**src/sv/adcq_pkg.sv**
```systemverilog
// ----------------------------------------------------------------------------
// adcq_pkg
// Shared types and constants for the ADC/capacitor-id frame quality flagger.
// ----------------------------------------------------------------------------
`default_nettype none

package adcq_pkg;

  localparam int unsigned ADC_W        = 8;
  localparam int unsigned CAP_W        = 2;
  localparam int unsigned SOI_W        = 4;
  localparam int unsigned BX_W         = 12;
  localparam int unsigned COUNT_W      = 5;
  localparam int unsigned CFG_IDX_W    = 2;
  localparam int unsigned CFG_DATA_W   = 8;

  localparam int unsigned BLOCK_LENGTH = 8;
  localparam int unsigned HALF_LENGTH  = BLOCK_LENGTH / 2;
  localparam int unsigned HALF_W       = (HALF_LENGTH > 1) ? $clog2(HALF_LENGTH) : 1;
  localparam int unsigned COUNT_MAX    = 31;

  typedef enum logic [CFG_IDX_W-1:0] {
    REG_STUCK_THRESHOLD    = 2'd0,
    REG_BLOCK_THRESHOLD    = 2'd1,
    REG_EXPECTED_CAP_PHASE = 2'd2
  } reg_index_e;

  typedef struct packed {
    logic [ADC_W-1:0] adc;
    logic [CAP_W-1:0] capid;
    logic [SOI_W-1:0] soi_index;
    logic [BX_W-1:0]  bunch_crossing;
    logic             last_sample;
  } sample_t;

  typedef struct packed {
    logic             stuck_adc;
    logic             repeated_block;
    logic             bad_cap_phase;
    logic             cap_not_rotating;
    logic [COUNT_W-1:0] frame_length;
  } result_t;

  typedef struct packed {
    logic [ADC_W-1:0] stuck_threshold;
    logic [ADC_W-1:0] block_threshold;
    logic [CAP_W-1:0] expected_cap_phase;
  } cfg_t;

endpackage

`default_nettype wire

```
**src/sv/adcq_in_reg.sv**
```systemverilog
// ----------------------------------------------------------------------------
// adcq_in_reg
// Input register: captures one sample beat and holds it until the frame
// evaluator consumes it.
// ----------------------------------------------------------------------------
`default_nettype none

module adcq_in_reg
  import adcq_pkg::*;
(
  input  wire logic    clk_i,
  input  wire logic    rst_ni,
  input  wire logic    in_valid_i,
  output logic         in_stall_o,
  input  wire sample_t in_sample_i,
  input  wire logic    advance_i,
  output logic         s1_valid_o,
  output sample_t      s1_sample_o
);

  logic    valid_q, valid_d;
  sample_t sample_q;
  logic    load;

  // The held beat leaves whenever the downstream side can take it, so a new
  // beat can enter in the same cycle.
  assign in_stall_o = valid_q && !advance_i;
  assign load       = in_valid_i && !in_stall_o;
  assign valid_d    = load ? 1'b1 : (advance_i ? 1'b0 : valid_q);

  always_ff @(posedge clk_i or negedge rst_ni) begin
    if (!rst_ni) begin
      valid_q <= 1'b0;
    end else begin
      valid_q <= valid_d;
    end
  end

  always_ff @(posedge clk_i) begin
    if (load) begin
      sample_q <= in_sample_i;
    end
  end

  assign s1_valid_o  = valid_q;
  assign s1_sample_o = sample_q;

endmodule

`default_nettype wire

```
**src/sv/adcq_frame_eval.sv**
```systemverilog
// ----------------------------------------------------------------------------
// adcq_frame_eval
// Running frame state and the flag logic evaluated on the last sample.
// ----------------------------------------------------------------------------
`default_nettype none

module adcq_frame_eval
  import adcq_pkg::*;
(
  input  wire logic    clk_i,
  input  wire logic    rst_ni,
  input  wire logic    consume_i,
  input  wire sample_t sample_i,
  input  wire cfg_t    cfg_i,
  output result_t      result_o
);

  logic [COUNT_W-1:0] count_q, count_d;
  logic [ADC_W-1:0]   first_code_q, first_code_d;
  logic               all_equal_q, all_equal_d;
  logic               halves_match_q, halves_match_d;
  logic               soi_above_q, soi_above_d;
  logic               soi_bad_q, soi_bad_d;
  logic               soi_reached_q, soi_reached_d;
  logic [CAP_W-1:0]   prev_capid_q;
  logic               rot_broken_q, rot_broken_d;
  logic [ADC_W-1:0]   half_mem [HALF_LENGTH];

  logic               is_first;
  logic               in_first_half;
  logic               in_second_half;
  logic               at_soi;
  logic [COUNT_W-1:0] rd_offset;
  logic [HALF_W-1:0]  rd_idx;
  logic [CAP_W-1:0]   phase;
  logic               multi;
  logic               stuck;

  assign is_first       = (count_q == '0);
  assign in_first_half  = (count_q < COUNT_W'(HALF_LENGTH));
  assign in_second_half = !in_first_half && (count_q < COUNT_W'(2 * HALF_LENGTH));
  assign at_soi         = (count_q == COUNT_W'(sample_i.soi_index));
  assign rd_offset      = count_q - COUNT_W'(HALF_LENGTH);
  assign rd_idx         = rd_offset[HALF_W-1:0];
  // Two-bit wrap gives the difference mod 4 directly.
  assign phase          = sample_i.capid - sample_i.bunch_crossing[CAP_W-1:0];

  always_comb begin
    first_code_d   = is_first ? sample_i.adc : first_code_q;
    all_equal_d    = is_first ? 1'b1 : (all_equal_q && (sample_i.adc == first_code_q));
    rot_broken_d   = rot_broken_q ||
                     (!is_first && (sample_i.capid != prev_capid_q + CAP_W'(1)));
    halves_match_d = halves_match_q &&
                     !(in_second_half && (half_mem[rd_idx] != sample_i.adc));
    soi_reached_d  = soi_reached_q || at_soi;
    soi_above_d    = at_soi ? (sample_i.adc > cfg_i.block_threshold) : soi_above_q;
    soi_bad_d      = at_soi ? (phase != cfg_i.expected_cap_phase) : soi_bad_q;
    count_d        = (count_q < COUNT_W'(COUNT_MAX)) ? count_q + COUNT_W'(1) : count_q;
  end

  assign multi = (count_d >= COUNT_W'(2));
  assign stuck = multi && all_equal_d && (first_code_d >= cfg_i.stuck_threshold);

  always_comb begin
    result_o.stuck_adc        = stuck;
    result_o.repeated_block   = !stuck && (count_d == COUNT_W'(BLOCK_LENGTH)) &&
                                soi_reached_d && soi_above_d && halves_match_d;
    result_o.bad_cap_phase    = soi_reached_d && soi_bad_d;
    result_o.cap_not_rotating = multi && rot_broken_d;
    result_o.frame_length     = count_d;
  end

  always_ff @(posedge clk_i or negedge rst_ni) begin
    if (!rst_ni) begin
      count_q        <= '0;
      first_code_q   <= '0;
      all_equal_q    <= 1'b1;
      halves_match_q <= 1'b1;
      soi_above_q    <= 1'b0;
      soi_bad_q      <= 1'b0;
      soi_reached_q  <= 1'b0;
      prev_capid_q   <= '0;
      rot_broken_q   <= 1'b0;
    end else if (consume_i) begin
      if (sample_i.last_sample) begin
        count_q        <= '0;
        first_code_q   <= '0;
        all_equal_q    <= 1'b1;
        halves_match_q <= 1'b1;
        soi_above_q    <= 1'b0;
        soi_bad_q      <= 1'b0;
        soi_reached_q  <= 1'b0;
        prev_capid_q   <= '0;
        rot_broken_q   <= 1'b0;
      end else begin
        count_q        <= count_d;
        first_code_q   <= first_code_d;
        all_equal_q    <= all_equal_d;
        halves_match_q <= halves_match_d;
        soi_above_q    <= soi_above_d;
        soi_bad_q      <= soi_bad_d;
        soi_reached_q  <= soi_reached_d;
        prev_capid_q   <= sample_i.capid;
        rot_broken_q   <= rot_broken_d;
      end
    end
  end

  // Codes of the first half of the frame; each entry is written before the
  // second half reads it.
  always_ff @(posedge clk_i) begin
    if (consume_i && in_first_half) begin
      half_mem[count_q[HALF_W-1:0]] <= sample_i.adc;
    end
  end

endmodule

`default_nettype wire

```
**src/sv/adcq_out_reg.sv**
```systemverilog
// ----------------------------------------------------------------------------
// adcq_out_reg
// Result register: holds one flag beat until the receiver takes it.
// ----------------------------------------------------------------------------
`default_nettype none

module adcq_out_reg
  import adcq_pkg::*;
(
  input  wire logic    clk_i,
  input  wire logic    rst_ni,
  input  wire logic    load_valid_i,
  input  wire result_t result_i,
  output logic         ready_o,
  output logic         out_valid_o,
  input  wire logic    out_stall_i,
  output result_t      result_o
);

  logic    valid_q, valid_d;
  result_t result_q;
  logic    load;

  assign ready_o = !valid_q || !out_stall_i;
  assign load    = load_valid_i && ready_o;
  assign valid_d = load ? 1'b1 : (ready_o ? 1'b0 : valid_q);

  always_ff @(posedge clk_i or negedge rst_ni) begin
    if (!rst_ni) begin
      valid_q <= 1'b0;
    end else begin
      valid_q <= valid_d;
    end
  end

  always_ff @(posedge clk_i) begin
    if (load) begin
      result_q <= result_i;
    end
  end

  assign out_valid_o = valid_q;
  assign result_o    = result_q;

endmodule

`default_nettype wire

```
**src/sv/adc_capid_frame_quality_flags.sv**
```systemverilog
// ----------------------------------------------------------------------------
// adc_capid_frame_quality_flags
// Frame quality flags for a stream of digitizer samples.
//
// Input channel: one sample per beat (ADC code, capacitor id, sample of
// interest index, bunch crossing, last-sample mark). Output channel: one beat
// per frame, issued for the last sample, with four flags and the frame length.
// Both channels use valid/stall; a beat moves when valid is high and stall is
// low.
// A sample is registered on entry and evaluated against the running frame
// state when it leaves the input register, which is when the result register
// is loaded. The result of a frame is presented from the result register.
// One sample is accepted every cycle while the result register is not held
// by a receiver stall.
// When the receiver stalls, the result holds; the input stalls only once both
// the input register and the result register are occupied.
// Reset clears the frame state, sets the thresholds and the expected phase to
// zero and empties both registers. Configuration writes take effect on the next
// sample evaluated; the write port has no read-back.
// ----------------------------------------------------------------------------
`default_nettype none

module adc_capid_frame_quality_flags
  import adcq_pkg::*;
(
  input  wire logic                  clk_i,
  input  wire logic                  rst_ni,
  input  wire logic                  cfg_we_i,
  input  wire logic [CFG_IDX_W-1:0]  cfg_index_i,
  input  wire logic [CFG_DATA_W-1:0] cfg_wdata_i,
  input  wire logic                  in_valid_i,
  output logic                       in_stall_o,
  input  wire logic [ADC_W-1:0]      adc_i,
  input  wire logic [CAP_W-1:0]      capid_i,
  input  wire logic [SOI_W-1:0]      soi_index_i,
  input  wire logic [BX_W-1:0]       bunch_crossing_i,
  input  wire logic                  last_sample_i,
  output logic                       out_valid_o,
  input  wire logic                  out_stall_i,
  output logic                       stuck_adc_o,
  output logic                       repeated_block_o,
  output logic                       bad_cap_phase_o,
  output logic                       cap_not_rotating_o,
  output logic [COUNT_W-1:0]         frame_length_o
);

  cfg_t    cfg_q;
  sample_t in_sample;
  sample_t s1_sample;
  logic    s1_valid;
  logic    out_ready;
  logic    consume;
  result_t eval_result;
  result_t out_result;

  always_ff @(posedge clk_i or negedge rst_ni) begin
    if (!rst_ni) begin
      cfg_q <= '0;
    end else if (cfg_we_i) begin
      unique case (cfg_index_i)
        REG_STUCK_THRESHOLD:    cfg_q.stuck_threshold    <= cfg_wdata_i[ADC_W-1:0];
        REG_BLOCK_THRESHOLD:    cfg_q.block_threshold    <= cfg_wdata_i[ADC_W-1:0];
        REG_EXPECTED_CAP_PHASE: cfg_q.expected_cap_phase <= cfg_wdata_i[CAP_W-1:0];
        default: ;
      endcase
    end
  end

  always_comb begin
    in_sample.adc            = adc_i;
    in_sample.capid          = capid_i;
    in_sample.soi_index      = soi_index_i;
    in_sample.bunch_crossing = bunch_crossing_i;
    in_sample.last_sample    = last_sample_i;
  end

  adcq_in_reg u_in_reg (
    .clk_i       (clk_i),
    .rst_ni      (rst_ni),
    .in_valid_i  (in_valid_i),
    .in_stall_o  (in_stall_o),
    .in_sample_i (in_sample),
    .advance_i   (out_ready),
    .s1_valid_o  (s1_valid),
    .s1_sample_o (s1_sample)
  );

  assign consume = s1_valid && out_ready;

  adcq_frame_eval u_frame_eval (
    .clk_i     (clk_i),
    .rst_ni    (rst_ni),
    .consume_i (consume),
    .sample_i  (s1_sample),
    .cfg_i     (cfg_q),
    .result_o  (eval_result)
  );

  adcq_out_reg u_out_reg (
    .clk_i        (clk_i),
    .rst_ni       (rst_ni),
    .load_valid_i (consume && s1_sample.last_sample),
    .result_i     (eval_result),
    .ready_o      (out_ready),
    .out_valid_o  (out_valid_o),
    .out_stall_i  (out_stall_i),
    .result_o     (out_result)
  );

  assign stuck_adc_o        = out_result.stuck_adc;
  assign repeated_block_o   = out_result.repeated_block;
  assign bad_cap_phase_o    = out_result.bad_cap_phase;
  assign cap_not_rotating_o = out_result.cap_not_rotating;
  assign frame_length_o     = out_result.frame_length;

endmodule

`default_nettype wire

```
**config.mk**
```make
export PLATFORM = sky130hd
export DESIGN_NAME = adc_capid_frame_quality_flags
export DESIGN_NICKNAME = d
export VERILOG_FILES = /design/src/sv/adcq_pkg.sv /design/src/sv/adcq_in_reg.sv /design/src/sv/adcq_frame_eval.sv /design/src/sv/adcq_out_reg.sv /design/src/sv/adc_capid_frame_quality_flags.sv
export SDC_FILE = /design/constraint.sdc
export NUM_CORES = 1
export LEC_CHECK = 0
export BUFFER_PORTS_ARGS = -buffer_cell sky130_fd_sc_hd__buf_2
export CAP_MARGIN = 20
export CORE_MARGIN = 8
export CORE_UTILIZATION = 50
export CTS_CLUSTER_SIZE = 14
export DETAILED_ROUTE_END_ITERATION = 16
export PLACE_DENSITY = 0.8
export SYNTH_ARGS = -nofsm -noshare
export SYNTH_HDL_FRONTEND = slang
export SYNTH_HIERARCHICAL = 1
export SYNTH_SLANG_ARGS = --single-unit
```
**constraint.sdc**
```tcl
create_clock -name clk_i -period 3.4 [get_ports clk_i]
set_input_delay 0.17 -clock clk_i [delete_from_list [all_inputs] [get_ports clk_i]]
set_output_delay 0.17 -clock clk_i [all_outputs]
set_load 0.02 [all_outputs]
```
==> Word level (Yosys, flattened, before mapping) <==
Memory sizes are Yosys's and may differ from the RTL's.
Index checks and enable logic that the tools add are counted.
{ "totals": {"regBits": 67, "latchBits": 0, "ramBits": 32, "mem_bits_ro": 0, "inputBits": 42, "output_inout_bits": 11, "mem_count": 1} }
{ "mem_list": {"columns": ["memory", "words", "width", "rd", "rd_ports_with_merged_regs", "wr", "line", "source"], "rows": [
  ["u_frame_eval.half_mem", 4, 8, 1, 0, 1, "adcq_frame_eval.sv:27", "logic [ADC_W-1:0] half_mem [HALF_LENGTH];"]
]} }
{ "op_classes": {"addsub": 4, "n_mul": 0, "div_mod_pow": 0, "n_lt_le_gt_ge": 6, "n_eq_ne": 8, "shift": 0, "n_mux": 19, "n_bitwise": 0, "n_reduce_logical": 37} }
{ "ops": {"columns": ["cell", "count"], "rows": [
  ["$logic_and 1x1->1", 19],
  ["$mux 8", 2],
  ["$mux 1", 14],
  ["$mux 5", 2],
  ["$eq 8x8->1", 1],
  ["$ge 8x8->1", 1],
  ["$gt 8x8->1", 1],
  ["$logic_not 1->1", 8],
  ["$ne 8x8->1", 1],
  ["$reduce_and 2->1", 3],
  ["$add 5x1->5 const B", 1],
  ["$eq 5x4->1", 1],
  ["$eq 5x4->1 const B", 1],
  ["$ge 5x2->1 const B", 1],
  ["$logic_not 5->1", 1],
  ["$lt 5x3->1 const B", 1],
  ["$lt 5x4->1 const B", 1],
  ["$lt 5x5->1 const B", 1],
  ["$ne 2x2->1", 2],
  ["$reduce_bool 2->1", 2],
  ["$logic_or 1x1->1", 3],
  ["$add 2x1->2 const B", 1],
  ["$eq 2x1->1 const B", 1],
  ["$eq 2x2->1 const B", 1],
  ["other kinds (4)", 4]
]} }

==> Depth between registers and ports, before layout <==
Gate-level depths: netlist of run 1.
{ "depth": {"ltp_word": 10, "depth_mapped": 14, "ltp_nobuf": 11} }

==> By module <==
The synthesis of run 1 kept the hierarchy.
{ "modules_own_cells": {"columns": ["module", "instances", "cells_per_inst", "area_per_inst_um2", "seq_area_each_um2"], "rows": [
  ["adcq_frame_eval", 1, 263, 3066.7, 1488.9],
  ["adcq_in_reg", 1, 32, 868.3, 835.8],
  ["adc_capid_frame_quality_flags", 1, 41, 703.2, 450.4],
  ["adcq_out_reg", 1, 13, 317.8, 295.3]
]} }

==> Worst setup path after synthesis of run 1 <==
No wires, ideal clock.
{ "synth_timing": {"path_type": "register to register", "from": "register u_frame_eval.count_q[1]", "to": "register u_out_reg.result_q (netlist bit u_out_reg/result_o[7]), data pin", "setup_time_ps": 190, "t_arrival_ps": 3133, "required_time_ps": 3210, "setup_slack_ps": 77, "path_stages_with_launch": 13, "path_buffers": 2, "synth_period_minus_slack_ps": 3323, "path_cell_list": "dfrtp_1 buf_1 inv_1 ha_1 nand2_1 clkbuf_1 mux2i_1 ha_1 or3b_2 o2111ai_1 a21oi_1 o311a_1 a2111oi_2"} }
{ "synth_rtl": {"columns": ["element", "line", "source"], "rows": [
  ["from (decl)", "adcq_frame_eval.sv:18", "logic [COUNT_W-1:0] count_q, count_d;"],
  ["from (signal assigned)", "adcq_frame_eval.sv:96", "count_q <= count_d;"],
  ["to (signal assigned)", "adcq_out_reg.sv:38", "result_q <= result_i;"],
  ["to (decl)", "adcq_out_reg.sv:21", "result_t result_q;"]
]} }

==> results of run 1 <==
==> flip-flops by register name, indices dropped and copies added (netlist names) <==
register                     cells
u_frame_eval/half_mem           32
cfg_q                           18
u_in_reg/s1_sample_o            17
u_out_reg/result_o               9
u_frame_eval/first_code_q        8
u_frame_eval/count_q             5
u_frame_eval/prev_capid_q        2
u_frame_eval/all_equal_q         1
u_frame_eval/halves_match_q      1
u_frame_eval/rot_broken_q        1
u_frame_eval/soi_above_q         1
u_frame_eval/soi_bad_q           1
u_frame_eval/soi_reached_q       1
u_in_reg/s1_valid_o              1
u_out_reg/out_valid_o            1
==> cell usage in the layout (no fill, tap or decap), types with 9 or more instances in the layout <==
cell type,count
sky130_fd_sc_hd__xor2_1,10
sky130_fd_sc_hd__dlygate4sd3_1,18
sky130_fd_sc_hd__nand2_1,34
sky130_fd_sc_hd__clkbuf_8,9
sky130_fd_sc_hd__a22o_1,12
sky130_fd_sc_hd__buf_2,42
sky130_fd_sc_hd__a21oi_1,9
sky130_fd_sc_hd__nor2_1,9
sky130_fd_sc_hd__ha_1,21
sky130_fd_sc_hd__mux2_2,18
sky130_fd_sc_hd__edfxtp_1,58
sky130_fd_sc_hd__xnor2_1,16
sky130_fd_sc_hd__dfrtp_1,39
sky130_fd_sc_hd__inv_1,23
==> metrics by stage <==
step / util / std cells / power [mW]
after detailed placement: 0.546 / 487 / 2.34
final: 0.586 / 521 / 3.04
after global routing: 0.586 / 521 / 3.21
after floorplan: - / 339 / 2.13
after global placement: 0.546 / 487 / 2.29
after CTS: 0.586 / 521 / 3.06
==> path summary, 6_finish.rpt <==
check,start,to,slack (ns),depth (start not counted)
max in group asynchronous,rst_ni,u_frame_eval/count_q[0]$_DFFE_PN0P_,2.33,2
min,in_valid_i,u_in_reg/s1_valid_o$_DFFE_PN0P_,0.03,2
max,u_frame_eval/count_q[3]$_DFFE_PN0P_,u_out_reg/result_o[7]$_DFFE_PP_,0.33,9
min reg2reg,u_frame_eval/halves_match_q$_DFFE_PN1P_,u_frame_eval/halves_match_q$_DFFE_PN1P_,0.51,2
max reg2reg,u_frame_eval/count_q[3]$_DFFE_PN0P_,u_out_reg/result_o[7]$_DFFE_PP_,0.33,9
min in group asynchronous,rst_ni,cfg_q[3]$_DFFE_PN0P_,0.49,2
==> routing by layer <==
layer	GRT usage	vias up	wire, microns
met5	0	-	0
met4	0.0522	0	109
met3	0.0376	11	504
met2	0.257	100	4570
met1	0.183	1471	3890
li1	-	1389	-
==> layout make-up <==
cell class / count / area share
timing repair buffer: 68 / 0.0841
tap: 111 / 0.0259
multi-input combinational: 204 / 0.322
inverter: 23 / 0.0161
clock buffer: 10 / 0.0238
clock inverter: 6 / 0.0107
sequential: 99 / 0.517
==> power breakdown <==
group	total [mW]	internal, mW	switching, mW
logic	0.785	0.360	0.425
clock network	0.705	0.283	0.421
registers	1.55	1.45	0.0962
total	3.04	2.10	0.943
==> run metrics, run 1 <==
core region area=0.00915 sq mm; footprint of the multi-input gates=0.00173 sq mm; number of standard cells after synthesis=339; remaining antenna violation count after routing=0; Post-Place Setup Slack=0.389 ns; initial core utilization=0.509; fraction of final layout cells sized beyond drive strength 1=0.237; initial drt markers=184; crit start category=register; Std-Cell Rows=35; VDD IR-drop max=0.263 mV; final layout net count=468; hold bufs inserted after CTS=18; H-Tree Level Count=3; DRC=0; pin count of the biggest net entering global routing=42; Area after DPL=0.00499 sq mm; Slew headroom=0.386; Routed WL=9.08 mm; Yosys Warn Count=6; worst slew pin tran=0.921 ns; DIE AREA=0.0127 sq mm; largest stage delay on the critical path=0.46 ns; layout filler cell count=712; Die Wd=112 microns; detailed-routing iteration count for the pre-antenna-repair pass=7; Slowest cell on crit path=sky130_fd_sc_hd__or3b_2; routed via count divided by cell count=5.70; Worst Clk Skew=0.0133 ns; total setup violations reported at the end of the flow=0; grt ovf=0; number of I/O pins=53; unrepaired setup endpoints after global routing=no; count of buffer and inverter cells on the critical path=0; kind of path behind the tightest hold check=in -> reg; layout overhead on the synthesized area=15.1%; total area of sequential cells=0.00277 sq mm; half-perimeter wire length after placement=6.45 mm; final setup slack of the worst path=0.331 ns; CTS clock-pin slew for the worst setup and hold paths=0.10 ns; final worst path period share=0.903; vias in the first global route=3142; cell chosen for the clock root=sky130_fd_sc_hd__clkbuf_8; number of hold violations in the final report=0; wire length of the first global-routing pass=15.1 mm; buffer count from post-CTS setup fixing=0; synthesized netlist net count=402; max-capacitance violation count=0; maximum clock rate=326 MHz; critical path cell sequence=nor3_1 -> nand2_1 -> mux2i_1 -> ha_1 -> or3b_2 -> o2111ai_1 -> a21oi_1 -> o311a_1 -> a2111oi_2; Die Height=112 microns; cell area after synthesis=0.00466 sq mm; average wire per cell in the routed design=17.4 microns; global placement routability congestion=0.850; CTS tree=built; family of cells with the greatest summed delay on the critical path=compound AO/OA/AOI/OAI gates; required arrival time at the worst endpoint=3.54 ns; per-instance average area after synthesis=13.7 sq um; GRT Resource Usage Total=0.151; endpoint type of the worst setup path=register; run status=finished, final reports clean; Power Density=567 mW/mm^2; Vias=2971; number of resized instances in the post-cts repair step=0; number of antenna violations at the first check in global routing=0; number of inserted diodes=0; area of all placed cells without fillers=0.00536 sq mm; final number of max-transition violations=0; clk sinks=99; Min Clock Period, post-route=3.07 ns; Arrival @ worst endpoint=3.21 ns; category of the critical setup timing path=reg -> reg; Crit Path Max Fanout=2; Min Hold Slack=0.0263 ns; clock latency on the worst-skew pair=0.36 ns; accumulated negative setup slack=0 ns; IO Port Bufs=42; CTS buffer count=9; clk buf depth=2; Static Leakage=2.25 nW
No activity file was read; power rests on OpenSTA's default activity.
==> run 2, diff against run 1 <==
CTS_BUF_LIST = sky130_fd_sc_hd__clkbuf_8   (was not set)
==> run 2 against run 1 <==
Net effect: cell area unchanged; first-iteration DRC count stayed put; clock skew about the same; critical path depth did not move; register-to-register slack about the same; clock power about the same; cell count unchanged; critical endpoint unchanged.
==> run metrics, run 2 (synthesized netlist as in run 1, its figures left out) <==
count of buffer and inverter cells on the critical path=0 (unchanged); category of the critical setup timing path=reg -> reg; layout overhead on the synthesized area=15.1% (unchanged); Slowest cell on crit path=sky130_fd_sc_hd__or3b_2; initial core utilization=0.509 (unchanged); final layout net count=468 (unchanged); final number of max-transition violations=0 (unchanged); global-route track usage on met3=0.0376 (unchanged); H-Tree Level Count=3 (unchanged); Min Clock Period, post-route=3.07 ns (-0.000818 ns); IO Port Bufs=42 (unchanged); post-route total power=3.04 mW (about the same); critical path cell sequence=nor3_1 -> nand2_1 -> mux2i_1 -> ha_1 -> or3b_2 -> o2111ai_1 -> a21oi_1 -> o311a_1 -> a2111oi_2; number of antenna violations at the first check in global routing=0 (unchanged); DRC=0 (unchanged); Post-Place Setup Slack=0.389 ns (unchanged); most common library cell in the layout ignoring fill and taps=sky130_fd_sc_hd__edfxtp_1; wire length of the first global-routing pass=15.1 mm (unchanged); commonest non-fill, non-tap cells in the layout=sky130_fd_sc_hd__edfxtp_1, sky130_fd_sc_hd__buf_2, sky130_fd_sc_hd__dfrtp_1; family of cells with the greatest summed delay on the critical path=compound AO/OA/AOI/OAI gates; unrepaired setup endpoints after global routing=no; required arrival time at the worst endpoint=3.54 ns (about the same); buffer count from post-CTS setup fixing=0 (unchanged); final worst path period share=0.902 (about the same); worst slew pin tran=0.948 ns (+0.0268 ns); crit start category=register; GRT busiest layer=met2; clock latency on the worst-skew pair=0.36 ns (about the same); number of inserted diodes=0 (unchanged); initial drt markers=184 (unchanged); number of hold violations in the final report=0 (unchanged); Min Hold Slack=0.0243 ns (-0.00199 ns); area of all placed cells without fillers=0.00536 sq mm (unchanged); CTS buffer count=9 (unchanged); Std-Cell Rows=35 (unchanged); vias in the first global route=3142 (unchanged); Worst Clk Skew=0.0133 ns (-0.000000800 ns); run status=finished, final reports clean; number of I/O pins=53 (unchanged); global-route met2 utilization=0.257 (unchanged); Slew headroom=0.368 (-0.0178); GRT Resource Usage Total=0.151 (unchanged); pin count of the biggest net entering global routing=42 (unchanged); Largest register FFs=32 (unchanged); maximum clock rate=326 MHz (about the same); Vias=2968 (-0.10%); grt ovf=0 (unchanged); Routed WL=9.15 mm (+0.75%); Die Height=112 microns (unchanged); number of resized instances in the post-cts repair step=0 (unchanged); accumulated negative setup slack=0 ns (unchanged); half-perimeter wire length after placement=6.45 mm (unchanged); VDD IR-drop max=0.263 mV (about the same); CTS clock-pin slew for the worst setup and hold paths=0.10 ns (about the same); Arrival @ worst endpoint=3.21 ns (about the same); kind of path behind the tightest hold check=in -> reg; detailed-routing iteration count for the pre-antenna-repair pass=6 (-1); Static Leakage=2.25 nW (+0.18%); Area after DPL=0.00499 sq mm (unchanged); largest stage delay on the critical path=0.46 ns (about the same); DIE AREA=0.0127 sq mm (unchanged); routed via count divided by cell count=5.70 (-0.10%); Power Density=567 mW/mm^2 (about the same); fraction of final layout cells sized beyond drive strength 1=0.237 (unchanged); clk sinks=99 (unchanged); max-capacitance violation count=0 (unchanged); clk buf depth=2 (unchanged); endpoint type of the worst setup path=register; final setup slack of the worst path=0.332 ns (+0.000818 ns); total setup violations reported at the end of the flow=0 (unchanged); remaining antenna violation count after routing=0 (unchanged); global placement routability congestion=0.850 (unchanged); cell chosen for the clock root=sky130_fd_sc_hd__clkbuf_8; core region area=0.00915 sq mm (unchanged); Die Wd=112 microns (unchanged); average wire per cell in the routed design=17.6 microns (+0.75%); met1 capacity usage during global routing=0.183 (unchanged); CTS tree=built; Crit Path Max Fanout=2 (unchanged)
run 2: changes by cell type in the layout (fill, tap and decap cells not counted), sizes merged:
| cell | before | now |
|---|---|---|
| clkbuf | 10 | 9 |
| inv | 26 | 27 |
run 2: layer usage:
layer | vias to the layer above | wire [microns]
met4 | 0 | 87
met5 | - | 0
met1 | 1491 | 4030
met3 | 6 | 416
met2 | 82 | 4610
li1 | 1389 | -
run 2: stage by stage:
step / utilization / std cells
after global routing: 0.586 / 521
after floorplan: - / 339
after global placement: 0.546 / 487
after CTS: 0.586 / 521
after detailed placement: 0.546 / 487
final: 0.586 / 521
run 2: layout make-up:
class,instances,area (sq um)
clock buffer,9,124
timing repair buffer,68,450
tap,111,139
multi-input combinational,204,1730
fill,712,3790
inverter,23,86.3
clock inverter,7,61.3
sequential,99,2770
run 2: worst paths after layout:
kind	startpoint	to	slack, ns	depth (start not counted)
hold reg to reg	u_frame_eval/halves_match_q$_DFFE_PN1P_	u_frame_eval/halves_match_q$_DFFE_PN1P_	0.51	2
hold / removal	in_valid_i	u_in_reg/s1_valid_o$_DFFE_PN0P_	0.02	2
setup reg to reg	u_frame_eval/count_q[3]$_DFFE_PN0P_	u_out_reg/result_o[7]$_DFFE_PP_	0.33	9
setup / recovery	u_frame_eval/count_q[3]$_DFFE_PN0P_	u_out_reg/result_o[7]$_DFFE_PP_	0.33	9
max in group asynchronous	rst_ni	u_frame_eval/count_q[0]$_DFFE_PN0P_	2.31	2
min in group asynchronous	rst_ni	cfg_q[3]$_DFFE_PN0P_	0.50	2
run 2: worst reg2reg max path, stage by stage (launching register included):
cell	delay, ns
sky130_fd_sc_hd__dfrtp_1	0.39
sky130_fd_sc_hd__nor3_1	0.32
sky130_fd_sc_hd__nand2_1	0.15
sky130_fd_sc_hd__mux2i_1	0.26
sky130_fd_sc_hd__ha_1	0.28
sky130_fd_sc_hd__or3b_2	0.46
sky130_fd_sc_hd__o2111ai_1	0.11
sky130_fd_sc_hd__a21oi_1	0.11
sky130_fd_sc_hd__o311a_1	0.39
sky130_fd_sc_hd__a2111oi_2	0.40
run 2: report_power, final:
part | total, mW | switching [mW] | internal (mW)
Sequential | 1.55 | 0.0964 | 1.45
Clock | 0.704 | 0.423 | 0.281
Combinational | 0.786 | 0.427 | 0.359
run 2: repair_timing:
item / 4_1_cts / 5_1_grt
hold buffers: 18 / 0
endpoints found under the setup margin: 0 / 0
endpoints found under the hold margin: 56 / 0
==> run 3, diff against run 2 <==
BUFFER_PORTS_ARGS = not set   (was -buffer_cell sky130_fd_sc_hd__buf_2)
DONT_BUFFER_PORTS = 1   (was not set)
PLACE_DENSITY = 0.76   (was 0.8)
==> run 3 against run 2 <==
Net effect: wire length increased by 1.0%; first-iteration DRC count decreased by 12%; global-route usage increased by 0.096 points; cell count decreased by 6.0%; clock skew decreased by 0.0048 ns; clock-buffer cell count unchanged; combinational power decreased by 3.6%; power increased by 3.9%; clock power increased by 18%; via count decreased by 5.2%; die area unchanged; utilization decreased by 0.57 points.
==> run metrics, run 3 (synthesized netlist as in run 1, its figures left out) <==
initial core utilization=0.509 (unchanged); Post-Place Setup Slack=0.280 ns (-0.110 ns); Slowest cell on crit path=sky130_fd_sc_hd__or3b_2; category of the critical setup timing path=reg -> reg; Crit Reg-Reg Startpoint=u_frame_eval/count_q[3]$_DFFE_PN0P_; CTS buffer count=9 (unchanged); cell chosen for the clock root=sky130_fd_sc_hd__clkbuf_8; grt ovf=0 (unchanged); CTS clock-pin slew for the worst setup and hold paths=0.10 ns (about the same); remaining antenna violation count after routing=0 (unchanged); Power Density=595 mW/mm^2 (+4.9%); pin count of the biggest net entering global routing=42 (unchanged); family of cells with the greatest summed delay on the critical path=simple AND/OR/NAND/NOR gates; layout overhead on the synthesized area=14.0%; most common library cell in the layout ignoring fill and taps=sky130_fd_sc_hd__edfxtp_1; half-perimeter wire length after placement=6.48 mm (+0.43%); layout filler cell count=706 (-0.84%); Die Wd=112 microns (unchanged); IO Port Bufs=0 (-100%); Std-Cell Rows=35 (unchanged); clk buf depth=2 (unchanged); DRC=0 (unchanged); clk sinks=99 (unchanged); final number of max-transition violations=0 (unchanged); hold worst-path end=u_in_reg/s1_valid_o$_DFFE_PN0P_; unrepaired setup endpoints after global routing=no; Routed WL=9.24 mm (+1.0%); average wire per cell in the routed design=18.9 microns (+7.4%); global placement routability congestion=0.832 (-2.1%); end of the worst register-to-register path=u_out_reg/result_o[7]$_DFFE_PP_; required arrival time at the worst endpoint=3.58 ns (+0.04 ns); slack of the worst reg-to-reg path=0.23 ns (-0.10 ns); final worst path period share=0.933 (+0.0302); detailed-routing iteration count for the pre-antenna-repair pass=4 (-2); final setup slack of the worst path=0.229 ns (-0.103 ns); CTS tree=built; worst-case reg-to-reg path depth=9 (unchanged); Crit Path Max Fanout=5 (+3); Arrival @ worst endpoint=3.35 ns (+0.14 ns); routed via count divided by cell count=5.74 (+0.81%); core region area=0.00915 sq mm (unchanged); count of buffer and inverter cells on the critical path=0 (unchanged); Min Hold Slack=0.0963 ns (+0.0720 ns); critical path cell sequence=nor3_1 -> nand2_1 -> mux2i_1 -> ha_1 -> or3b_2 -> o2111ai_1 -> a21oi_1 -> o311a_1 -> a2111oi_2; Min Clock Period, post-route=3.17 ns (+0.103 ns); total setup violations reported at the end of the flow=0 (unchanged); clock latency on the worst-skew pair=0.37 ns (about the same); vias in the first global route=2894 (-7.9%); wire length of the first global-routing pass=15.1 mm (-0.36%); GRT Resource Usage Total=0.152 (+0.000960); number of antenna violations at the first check in global routing=0 (unchanged); run status=finished, final reports clean; number of hold violations in the final report=0 (unchanged); Worst Clk Skew=0.00844 ns (-0.00482 ns); worst slew pin tran=0.815 ns (-0.133 ns); Static Leakage=2.15 nW (-4.6%); endpoint type of the worst setup path=register; fraction of final layout cells sized beyond drive strength 1=0.148 (-0.0888); final layout net count=437 (-6.6%); number of I/O pins=53 (unchanged); Die Height=112 microns (unchanged); DIE AREA=0.0127 sq mm (unchanged); Vias=2814 (-5.2%); crit start category=register; accumulated negative setup slack=0 ns (unchanged); H-Tree Level Count=3 (unchanged); maximum clock rate=315 MHz (-3.2%); Largest register FFs=32 (unchanged); hold wc startpoint=out_stall_i; largest stage delay on the critical path=0.46 ns (about the same); WHS Path Cells=3 (+1); initial drt markers=162 (-12%); kind of path behind the tightest hold check=in -> reg; Slew headroom=0.455 (+0.0864); max-capacitance violation count=0 (unchanged); commonest non-fill, non-tap cells in the layout=sky130_fd_sc_hd__edfxtp_1, sky130_fd_sc_hd__dfrtp_1, sky130_fd_sc_hd__nand2_1; VDD IR-drop max=0.339 mV (+29%); number of inserted diodes=0 (unchanged)
==> run 3: worst reg2reg max path: cells and delay by family, from the launching register on <==
kind	cells	cell delay, ns
AND/OR/NAND/NOR	3	1.09
AO/OA/AOI/OAI	4	0.93
flip-flops	1	0.39
multiplexers	1	0.30
adder cells (fa/ha/maj)	1	0.29
==> run 3: cell type report <==
class,instances,area (sq um),area share
Clock inverter,7,98.8,0.0186
Tap cell,111,139,0.0262
Sequential cell,99,2770,0.522
Clock buffer,9,124,0.0233
Multi-Input combinational cell,204,1730,0.326
Inverter,23,86.3,0.0163
Timing Repair Buffer,37,360,0.0679
==> run 3: worst max-delay path by stage <==
| stage | startpoint | end | slack, ns | cells past startpoint |
|---|---|---|---|---|
| floorplan | u_frame_eval/count_q[1]$_DFFE_PN0P_ | u_out_reg/result_o[7]$_DFFE_PP_ | 0.08 | 12 |
| global placement | u_frame_eval/count_q[3]$_DFFE_PN0P_ | u_out_reg/result_o[7]$_DFFE_PP_ | 0.35 | 9 |
| detailed placement | u_frame_eval/count_q[3]$_DFFE_PN0P_ | u_out_reg/result_o[7]$_DFFE_PP_ | 0.28 | 9 |
| CTS | u_frame_eval/count_q[3]$_DFFE_PN0P_ | u_out_reg/result_o[7]$_DFFE_PP_ | 0.25 | 9 |
| global route | u_frame_eval/count_q[3]$_DFFE_PN0P_ | u_out_reg/result_o[7]$_DFFE_PP_ | 0.05 | 9 |
| finish | u_frame_eval/count_q[3]$_DFFE_PN0P_ | u_out_reg/result_o[7]$_DFFE_PP_ | 0.23 | 9 |
==> run 3: power breakdown <==
part / internal [mW] / leakage, nW / switching (mW)
clock: 0.420 / 0.112 / 0.411
combinational: 0.348 / 0.980 / 0.410
sequential: 1.45 / 1.05 / 0.116
total: 2.22 / 2.15 / 0.937
==> run 3: what timing repair did <==
| item | CTS | global route |
|---|---|---|
| gates resized for setup | 0 | 0 |
| hold buffers | 29 | 0 |
| endpoints found under the hold margin | 78 | 0 |
| buffers inserted | 0 | 0 |
==> run 3: through the flow <==
step	power, mW	cells	util	instance area (sq um)
after global routing	3.31	490	0.580	5310
after global placement	2.27	445	0.523	4780
after CTS	3.17	490	0.580	5310
after floorplan	2.13	339	-	4660
after detailed placement	2.31	445	0.523	4780
final	3.16	490	0.580	5310
==> run 3: per-layer routing <==
metal,track usage,wire (microns)
met3,0.0440,568
met1,0.199,4120
met2,0.239,4380
met4,0.0495,178
met5,0,0
